## config.mk

```make
export PLATFORM = sky130hd
export DESIGN_NAME = shd_round_stage
export DESIGN_NICKNAME = d
export VERILOG_FILES = /design/src/design/shd_pkg.sv /design/src/design/shd_round_stage.sv
export SDC_FILE = /design/constraint.sdc
export NUM_CORES = 1
export LEC_CHECK = 0
export BUFFER_PORTS_ARGS = -buffer_cell sky130_fd_sc_hd__clkbuf_2
export CAP_MARGIN = 20
export CORE_AREA = 2 2 632 634
export DETAILED_ROUTE_END_ITERATION = 16
export DIE_AREA = 0 0 634 636
export PLACE_DENSITY = 0.35
export SLEW_MARGIN = 20
export SYNTH_ARGS = -nofsm -noshare
export SYNTH_HDL_FRONTEND = slang
export SYNTH_SLANG_ARGS = --single-unit
```

## constraint.sdc

```tcl
create_clock -name i_clk -period 33.5 [get_ports i_clk]
set_input_delay 5.025 -clock i_clk [delete_from_list [all_inputs] [get_ports i_clk]]
set_output_delay 5.025 -clock i_clk [all_outputs]
set_load 0.02 [all_outputs]
```

## src/design/shd_pkg.sv

```systemverilog
// Package for the double SHA-256 header nonce hasher.
// Holds the round constants, the initial hash values, the stage payload type,
// the register indexes and the SHA-256 helper functions. It depends on nothing else.
`default_nettype none

package shd_pkg;

    localparam int ROUNDS = 64;

    // SHA-256 round constants
    localparam logic [0:63][31:0] K_ROUND = {
        32'h428a2f98, 32'h71374491, 32'hb5c0fbcf, 32'he9b5dba5,
        32'h3956c25b, 32'h59f111f1, 32'h923f82a4, 32'hab1c5ed5,
        32'hd807aa98, 32'h12835b01, 32'h243185be, 32'h550c7dc3,
        32'h72be5d74, 32'h80deb1fe, 32'h9bdc06a7, 32'hc19bf174,
        32'he49b69c1, 32'hefbe4786, 32'h0fc19dc6, 32'h240ca1cc,
        32'h2de92c6f, 32'h4a7484aa, 32'h5cb0a9dc, 32'h76f988da,
        32'h983e5152, 32'ha831c66d, 32'hb00327c8, 32'hbf597fc7,
        32'hc6e00bf3, 32'hd5a79147, 32'h06ca6351, 32'h14292967,
        32'h27b70a85, 32'h2e1b2138, 32'h4d2c6dfc, 32'h53380d13,
        32'h650a7354, 32'h766a0abb, 32'h81c2c92e, 32'h92722c85,
        32'ha2bfe8a1, 32'ha81a664b, 32'hc24b8b70, 32'hc76c51a3,
        32'hd192e819, 32'hd6990624, 32'hf40e3585, 32'h106aa070,
        32'h19a4c116, 32'h1e376c08, 32'h2748774c, 32'h34b0bcb5,
        32'h391c0cb3, 32'h4ed8aa4a, 32'h5b9cca4f, 32'h682e6ff3,
        32'h748f82ee, 32'h78a5636f, 32'h84c87814, 32'h8cc70208,
        32'h90befffa, 32'ha4506ceb, 32'hbef9a3f7, 32'hc67178f2
    };

    // Standard initial hash values
    localparam logic [0:7][31:0] IV_HASH = {
        32'h6a09e667, 32'hbb67ae85, 32'h3c6ef372, 32'ha54ff53a,
        32'h510e527f, 32'h9b05688c, 32'h1f83d9ab, 32'h5be0cd19
    };

    localparam logic [31:0] PAD_WORD     = 32'h80000000;
    localparam logic [31:0] LEN_HEADER   = 32'(80 * 8);
    localparam logic [31:0] LEN_DIGEST   = 32'd256;

    // Configuration register indexes
    typedef enum logic [2:0] {
        CFG_MID_01  = 3'd0,
        CFG_MID_23  = 3'd1,
        CFG_MID_45  = 3'd2,
        CFG_MID_67  = 3'd3,
        CFG_TAIL_01 = 3'd4,
        CFG_TAIL_2  = 3'd5,
        CFG_TARGET  = 3'd6
    } t_cfg_index;

    // Payload of one pipeline stage: working variables, schedule window, nonce.
    typedef struct packed {
        logic [0:7][31:0]  v;
        logic [0:15][31:0] w;
        logic [31:0]       nonce;
    } t_stage;

    function automatic logic [31:0] ror32(input logic [31:0] x, input int n);
        ror32 = (x >> n) | (x << (32 - n));
    endfunction

    function automatic logic [31:0] sig0(input logic [31:0] x);
        sig0 = ror32(x, 7) ^ ror32(x, 18) ^ (x >> 3);
    endfunction

    function automatic logic [31:0] sig1(input logic [31:0] x);
        sig1 = ror32(x, 17) ^ ror32(x, 19) ^ (x >> 10);
    endfunction

    function automatic logic [31:0] bsig0(input logic [31:0] x);
        bsig0 = ror32(x, 2) ^ ror32(x, 13) ^ ror32(x, 22);
    endfunction

    function automatic logic [31:0] bsig1(input logic [31:0] x);
        bsig1 = ror32(x, 6) ^ ror32(x, 11) ^ ror32(x, 25);
    endfunction

endpackage

`default_nettype wire

```

## src/design/shd_round_stage.sv

```systemverilog
// One registered SHA-256 round with its message schedule step.
// Uses shd_pkg for the payload type and the round functions.
`default_nettype none

module shd_round_stage
    import shd_pkg::*;
(
    input  wire logic        i_clk,
    input  wire logic        i_rst_n,
    input  wire logic        i_valid,
    input  wire t_stage      i_data,
    input  wire logic [31:0] i_k,
    input  wire logic        i_next_ready,
    output logic             o_valid,
    output t_stage           o_data,
    output logic             o_ready
);

    logic   r_valid;
    t_stage r_data;
    t_stage n_data;
    logic [31:0] w_t1;
    logic [31:0] w_t2;
    logic [31:0] w_choose;
    logic [31:0] w_major;

    // The stage takes new data when it is empty or its content moves on.
    assign o_ready = !r_valid || i_next_ready;

    // Round function and schedule window shift.
    always_comb begin
        w_choose = (i_data.v[4] & i_data.v[5]) ^ (~i_data.v[4] & i_data.v[6]);
        w_major  = (i_data.v[0] & i_data.v[1]) ^ (i_data.v[0] & i_data.v[2])
                 ^ (i_data.v[1] & i_data.v[2]);
        w_t1 = i_data.v[7] + bsig1(i_data.v[4]) + w_choose + i_k + i_data.w[0];
        w_t2 = bsig0(i_data.v[0]) + w_major;
        n_data.v[0] = w_t1 + w_t2;
        n_data.v[1] = i_data.v[0];
        n_data.v[2] = i_data.v[1];
        n_data.v[3] = i_data.v[2];
        n_data.v[4] = i_data.v[3] + w_t1;
        n_data.v[5] = i_data.v[4];
        n_data.v[6] = i_data.v[5];
        n_data.v[7] = i_data.v[6];
        for (int j = 0; j < 15; j++) begin
            n_data.w[j] = i_data.w[j + 1];
        end
        n_data.w[15] = i_data.w[0] + sig0(i_data.w[1]) + i_data.w[9] + sig1(i_data.w[14]);
        n_data.nonce = i_data.nonce;
    end

    // Valid bit.
    always_ff @(posedge i_clk) begin
        if (!i_rst_n) begin
            r_valid <= 1'b0;
        end else if (o_ready) begin
            r_valid <= i_valid;
        end
    end

    // Payload register.
    always_ff @(posedge i_clk) begin
        if (o_ready && i_valid) begin
            r_data <= n_data;
        end
    end

    assign o_valid = r_valid;
    assign o_data  = r_data;

endmodule

`default_nettype wire
```

==> results of run 1 <==
[layer usage]
layer  vias to the layer above  track usage, %  part of all wire, %
met1                     14010           11.83                   29
met2                      1151           30.83                   60
met5                         -               0                 0.13
met4                        56           5.880                  4.9
met3                       407           3.739                  6.4
li1                      12220               -                    -
[where the power goes]
group	internal (uW)	total [uW]	switching [uW]
combinational	1170	3250	2070
clock	826	1380	551
sequential	1380	1420	39.5
total	3380	6040	2660
[synth_stat cells, types with 5 or more instances]
cell | number | area (um2)
and2_1 | 10 | 62.56
nor2_1 | 57 | 214.0
xnor2_1 | 244 | 2137
clkbuf_1 | 5 | 18.77
a21oi_1 | 84 | 420.4
nand3_1 | 20 | 100.1
a31oi_1 | 5 | 31.28
o21ai_0 | 67 | 335.3
xor2_1 | 122 | 1069
a21o_1 | 80 | 600.6
ha_1 | 124 | 1551
inv_1 | 360 | 1351
o21bai_1 | 12 | 90.09
or3_1 | 6 | 37.54
nand2_1 | 34 | 127.6
nor3_1 | 10 | 50.05
a211oi_1 | 11 | 82.58
nor2b_1 | 12 | 75.07
fa_1 | 187 | 3744
o22ai_1 | 6 | 37.54
nand2b_1 | 18 | 112.6
mux2_2 | 29 | 326.6
nand4_1 | 5 | 31.28
o21a_1 | 20 | 150.1
and3_1 | 14 | 87.58
a31o_2 | 5 | 43.79
edfxtp_1 | 800 | 24020
[layout make-up]
type	count	area share, %
Sequential cell	801	42.07
Timing Repair Buffer	1691	15.10
Clock buffer	133	5.320
Tap cell	5265	11.53
Multi-Input combinational cell	1259	21.56
Clock inverter	82	1.948
Antenna cell	25	0.1095
Inverter	360	2.364
[per-stage QoR]
stage	cells	instance area (um2)	total power, uW	hold WS [ps]	utilization [%]
floorplan	2426	37680	3501	749.6	-
detailed placement	9375	52910	4782	580.5	13.32
finish	9616	57150	6041	594.7	14.39
CTS	9590	57060	6218	587.0	14.37
global placement	9375	52900	4776	560.4	13.32
global route	9598	57110	6484	637.9	14.38
[logic make-up (layout without fill, tap and decap cells)]
group | Yosys count | after routing
DFF | 801 | 801
xor gates and xnor gates | 367 | 367
buffers and inverters | 366 | 2266
AOI/OAI and AO/OA | 346 | 346
adders and majority gates | 314 | 314
and+or+nand+nor | 200 | 200
muxes | 32 | 32
other | 0 | 25
[critical path, stage by stage]
cell	delay, ps
clkbuf_2	80
inv_1	80
fa_1	750
fa_1	470
inv_1	90
fa_1	420
ha_1	240
fa_1	460
a21oi_1	190
nor2b_2	80
a311oi_4	500
a21oi_1	200
a31o_2	310
a21o_1	170
a21oi_1	160
xnor2_1	330
inv_1	140
fa_1	510
inv_1	40
ha_1	330
and3_1	270
nand2_1	70
o2111a_1	270
o31ai_1	340
a21oi_1	220
o31ai_1	320
xnor2_1	180
xnor2_1	100
[worst max path at each step]
stage / start / end / slack (ps) / cells after the start
after CTS: i_data[513] / o_data[799] / 21600 / 28
after global routing: i_data[513] / o_data[799] / 21200 / 28
after detailed placement: i_data[513] / o_data[799] / 20580 / 28
after global placement: i_data[513] / o_data[799] / 20430 / 28
final: i_data[513] / o_data[799] / 21730 / 28
after floorplan: i_next_ready / o_data[0] / 8900 / 2
[sequential cells by signal, indices dropped and copies added, names as in the netlist]
name     flops
o_valid      1
o_data     800
==> flow_summary.yaml, run 1 <==
floorplanning:
  start_util_pct: 9.490
  core_um2: 397100
  die_w_um: 634
  pin_count: 1638
  dieArea_um2: 403200
  die_y_um: 636
  rows: 232
worst_setup_path:
  r2r-start: "o_valid"
  r2r_slack_ps: 27550
  worst_setup_path_start_kind: "input port"
  crit_type: "input port to register"
  arrival_ps: 12380
  critPathMaxFanout: 5
  required_ps: 34110
  r2r-end: "o_data[500]"
  critPathCaptureType: "register"
  rr_worst_depth: 8
finish:
  layout_commonest_cell: "clkbuf_2"
  area_growth_syn_to_layout_pct: 51.66
  drive_above_1_share_pct: 45.03
  area.sequential_um2: 24040
  final_cell_mix: "clkbuf_2, edfxtp_1, inv_1, xnor2_1, fa_1"
  n_fill_cell: 44640
  layout.nets: 5377
  multi_input_area_um2: 12320
clock_network:
  clock_latency_ps: 900
  cts_tree: "built"
  clockBufferDepth: 4
  ctsRootBufferMaster: "clkbuf_16"
  postCtsSetupRepairBufs: 0
  postCtsResizedCells: 0
  path_clk_slew_ps: 60
  clock-sinks: 801
  cts_buffers: 117
  cts_hold_buf: 0
  htree_levels: 3
global_route:
  grt_usage_pct: 14.36
  grt_pass1_vias: 29880
  grt_max_degree: 110
  grt_pass1_wl_mm: 362.7
  antenna_found_initial: 131
  grt-ovfl-total: 0
yosys:
  syn-instance-count: 2426
  synth-simple-area-share_pct: 2.659
  synthMuxAreaShare_pct: 0.9462
  synth_xor_area_share_pct: 8.566
  ys.flop_type: "edfxtp_1"
  synth_cell_types: 67
  synth_top_family_by_area: "adder cells"
  syn-num-nets: 3573
  ys.warnings.count: 0
  async_reset_ff_share_pct: 0
  syn_area_um2: 37680
  ys_ff_latch: 801
  synth_compound_area_share_pct: 6.249
  avgSynthCellArea_um2: 15.53
  synth-seq-area-share_pct: 63.80
  synth_fa_ha_area_share_pct: 14.13
  synth_edf_count: 800
timing:
  setup_tns_ps: 0
  fin_worst_skew_ps: 58.91
  clock.fmax_mhz: 84.93
  setup_violations: 0
  maxSlewHeadroom_pct: 32.80
  rsz0062_at_grt: "false"
  worst_pin_slew_ps: 1008
  min_period_ps: 11770
  slew_violations: 0
  fin_ws_ps: 21730
  hold_viol: 0
  post-route-period-util_pct: 35.15
worst_hold_path:
  hold_depth: 2
  min_from: "o_valid"
  hold_class: "register to register"
  hold_path_end: "o_valid"
pwr:
  power.density_nw_per_um2: 105.7
  p_leak_uw: 0.02378
  max-vdd-ir-drop_mv: 0.05707
drt:
  vias: 27850
  postRouteAntennaNets: 0
  viasPerCell: 2.896
  dr.pass1.iters: 5
  drc: 0
  wl_per_cell_um: 31.16
  drt_iter0_drc: 1291
  wl_mm: 299.6
placement:
  dp_slack_ps: 20580
  gp_congestion: 0.8944
  portBuffers: 1637
  dp_hpwl_mm: 265.8
run_status:
  status: "complete, no violations"
job:
  cap_viol_max_count: 0
(Power assumes the default switching activity.)
==> run 2, diff against run 1 <==
- ABC_AREA: default -> 1
- PLACE_DENSITY: 0.35 -> 0.36
- clock period: 33.5 -> 10.6 ns (I/O delays scaled with it)
==> flow_summary.yaml, run 2 <==
run_status:
  status: "complete, no violations"
clock_network:
  clock_latency_ps: 880
  cts_tree: "built"
  path_clk_slew_ps: 60
  clock-sinks: 801
  cts_buffers: 118
  clockBufferDepth: 4
  htree_levels: 3
  ctsRootBufferMaster: "clkbuf_16"
  postCtsSetupRepairBufs: 0
  postCtsResizedCells: 0
  cts_hold_buf: 0
worst_setup_path:
  arrival_ps: 8610
  rr_worst_depth: 4
  slowest_delay_ps: 870
  r2r-end: "o_data[419]"
  path_buf_inv: 6
  critPathMaxFanout: 4
  cp_top_family: "adder cells"
  r2r-start: "o_valid"
  worst_setup_path_start_kind: "input port"
  required_ps: 11180
  critPathCaptureType: "register"
  crit_type: "input port to register"
  cpMaxStageDelayCell: "fa_1"
  r2r_slack_ps: 7340
finish:
  area_growth_syn_to_layout_pct: 47.29
  n_fill_cell: 44860
  final_util_pct: 14.71
  drive_above_1_share_pct: 38.66
  layout_commonest_cell: "clkbuf_2"
  largest_reg_flops: 800
  layout.nets: 5964
  final_cell_mix: "clkbuf_2, edfxtp_1, inv_1, nand2_1, xor2_1"
  final_cell_area_um2: 58430
worst_hold_path:
  hold_class: "register to register"
  hold_depth: 2
  min_from: "o_valid"
  hold_path_end: "o_valid"
floorplanning:
  core_um2: 397100
  die_w_um: 634
  start_util_pct: 9.989
  pin_count: 1638
  die_y_um: 636
  rows: 232
  dieArea_um2: 403200
timing:
  hold_viol: 0
  clock.fmax_mhz: 124.6
  maxSlewHeadroom_pct: 24.03
  worst_pin_slew_ps: 1140
  min_period_ps: 8029
  slew_violations: 0
  post-route-period-util_pct: 75.74
  fin_worst_skew_ps: 30.85
  setup_violations: 0
  fin_ws_ps: 2571
  timing.hold.ws_ps: 575.9
  setup_tns_ps: 0
  rsz0062_at_grt: "false"
drt:
  wl_per_cell_um: 32.78
  drt_iter0_drc: 2402
  viasPerCell: 3.175
  drc: 0
  dr.pass1.iters: 6
  vias: 32350
  postRouteAntennaNets: 0
  wl_mm: 333.9
yosys:
  syn_area_um2: 39670
  yosys.area.top_type_share_pct: 60.56
  ys_ff_latch: 801
  synthTopCellsByArea: "edfxtp_1, fa_1, inv_1"
  async_reset_ff_share_pct: 0
  syn-num-nets: 4205
  ys_top_cells_by_count: "edfxtp_1, inv_1, nand2_1"
  ys.warnings.count: 0
  yosysTopAreaCell: "edfxtp_1"
  synth_cell_types: 44
  synth-seq-area-share_pct: 60.61
  avgSynthCellArea_um2: 12.97
  synth.most_common_cell: "edfxtp_1"
  ys.flop_type: "edfxtp_1"
  synth_edf_count: 800
  syn-instance-count: 3058
global_route:
  antenna_found_initial: 126
  grt_max_degree: 163
  grt_pass1_vias: 32830
  grt-ovfl-total: 0
  grt_pass1_wl_mm: 406.1
  grt_usage_pct: 15.97
pwr:
  max-vdd-ir-drop_mv: 0.3563
  power.density_nw_per_um2: 360.5
  p_leak_uw: 0.02496
placement:
  portBuffers: 1637
  dpl_cell_area_um2: 54600
  gp_congestion: 0.9128
  dp_slack_ps: 1589
  dp_hpwl_mm: 296.8
job:
  cap_viol_max_count: 0
==> run 2: cell types whose count changed in the layout (fill, tap and decap cells not counted), moves of 15 or more <==
cell	change
nand2_1	+342
nand4_1	+15
o21bai_1	+30
xor2_1	+73
inv_1	+168
nand3_1	+76
a21o_1	-55
nand2b_1	-18
xnor2_1	-87
a21oi_1	+79
nor2_1	+85
buf_4	-40
==> run 2: through the flow <==
step | total power [uW] | instances
floorplan | 11620 | 3058
global placement | 17350 | 9962
detailed placement | 17200 | 9962
CTS | 21400 | 10170
global route | 22430 | 10180
finish | 21070 | 10190
==> run 2: worst max-delay path by stage <==
stage,start,endpoint,slack (ps),depth (start not counted)
after floorplan,i_next_ready,o_data[0],-4510,2
after detailed placement,i_data[513],o_data[798],1590,26
after CTS,i_data[513],o_data[798],2520,26
final,i_data[513],o_data[798],2570,26
after global routing,i_data[513],o_data[798],2310,26
after global placement,i_data[513],o_data[798],1530,26
==> run 2: final cells by class <==
| type | instances | area (um2) | share of cell area, % |
|---|---|---|---|
| diodes | 17 | 42.54 | 0.07281 |
| clock buffers | 134 | 3013 | 5.157 |
| clock inverters | 76 | 773.2 | 1.323 |
| inverters | 533 | 2003 | 3.429 |
| multi-input cells | 1710 | 13600 | 23.28 |
| flip-flops and latches | 801 | 24040 | 41.15 |
| well taps | 5265 | 6588 | 11.28 |
| repair buffers | 1653 | 8363 | 14.31 |
==> run 2: worst register-to-register path, delay by kind of cell, from the launching register on <==
kind	cells	cell delay (ps)
AO/OA/AOI/OAI	1	260
flip-flops	1	350
buffers and inverters	3	2030
==> run 2: kinds of logic (layout without fill, tap and decap cells) <==
family	after synthesis	count (layout)	synth area share [%]
AO/OA/AOI/OAI	346	346	5.167
XOR/XNOR	349	349	7.706
adder cells (fa/ha/maj)	313	313	13.40
buffers and inverters	547	2396	5.189
flip-flops	801	801	60.61
multiplexers	31	31	0.8737
other	0	17	0
AND/OR/NAND/NOR	671	671	7.056
==> run 2: power breakdown <==
group | switching (uW) | leakage (uW) | internal [uW]
clock network | 1730 | 0.00181 | 2290
logic | 8940 | 0.0154 | 3570
registers | 194 | 0.00775 | 4350
==> run 2: per-layer routing <==
layer | track usage [%] | wire, um | vias up | share of wire, %
met5 | 0 | 256 | - | 0.077
met4 | 4.990 | 12770 | 42 | 3.8
met3 | 2.539 | 15890 | 395 | 4.8
met2 | 30.69 | 179400 | 1476 | 54
met1 | 17.68 | 125600 | 16580 | 38
li1 | - | - | 13850 | -
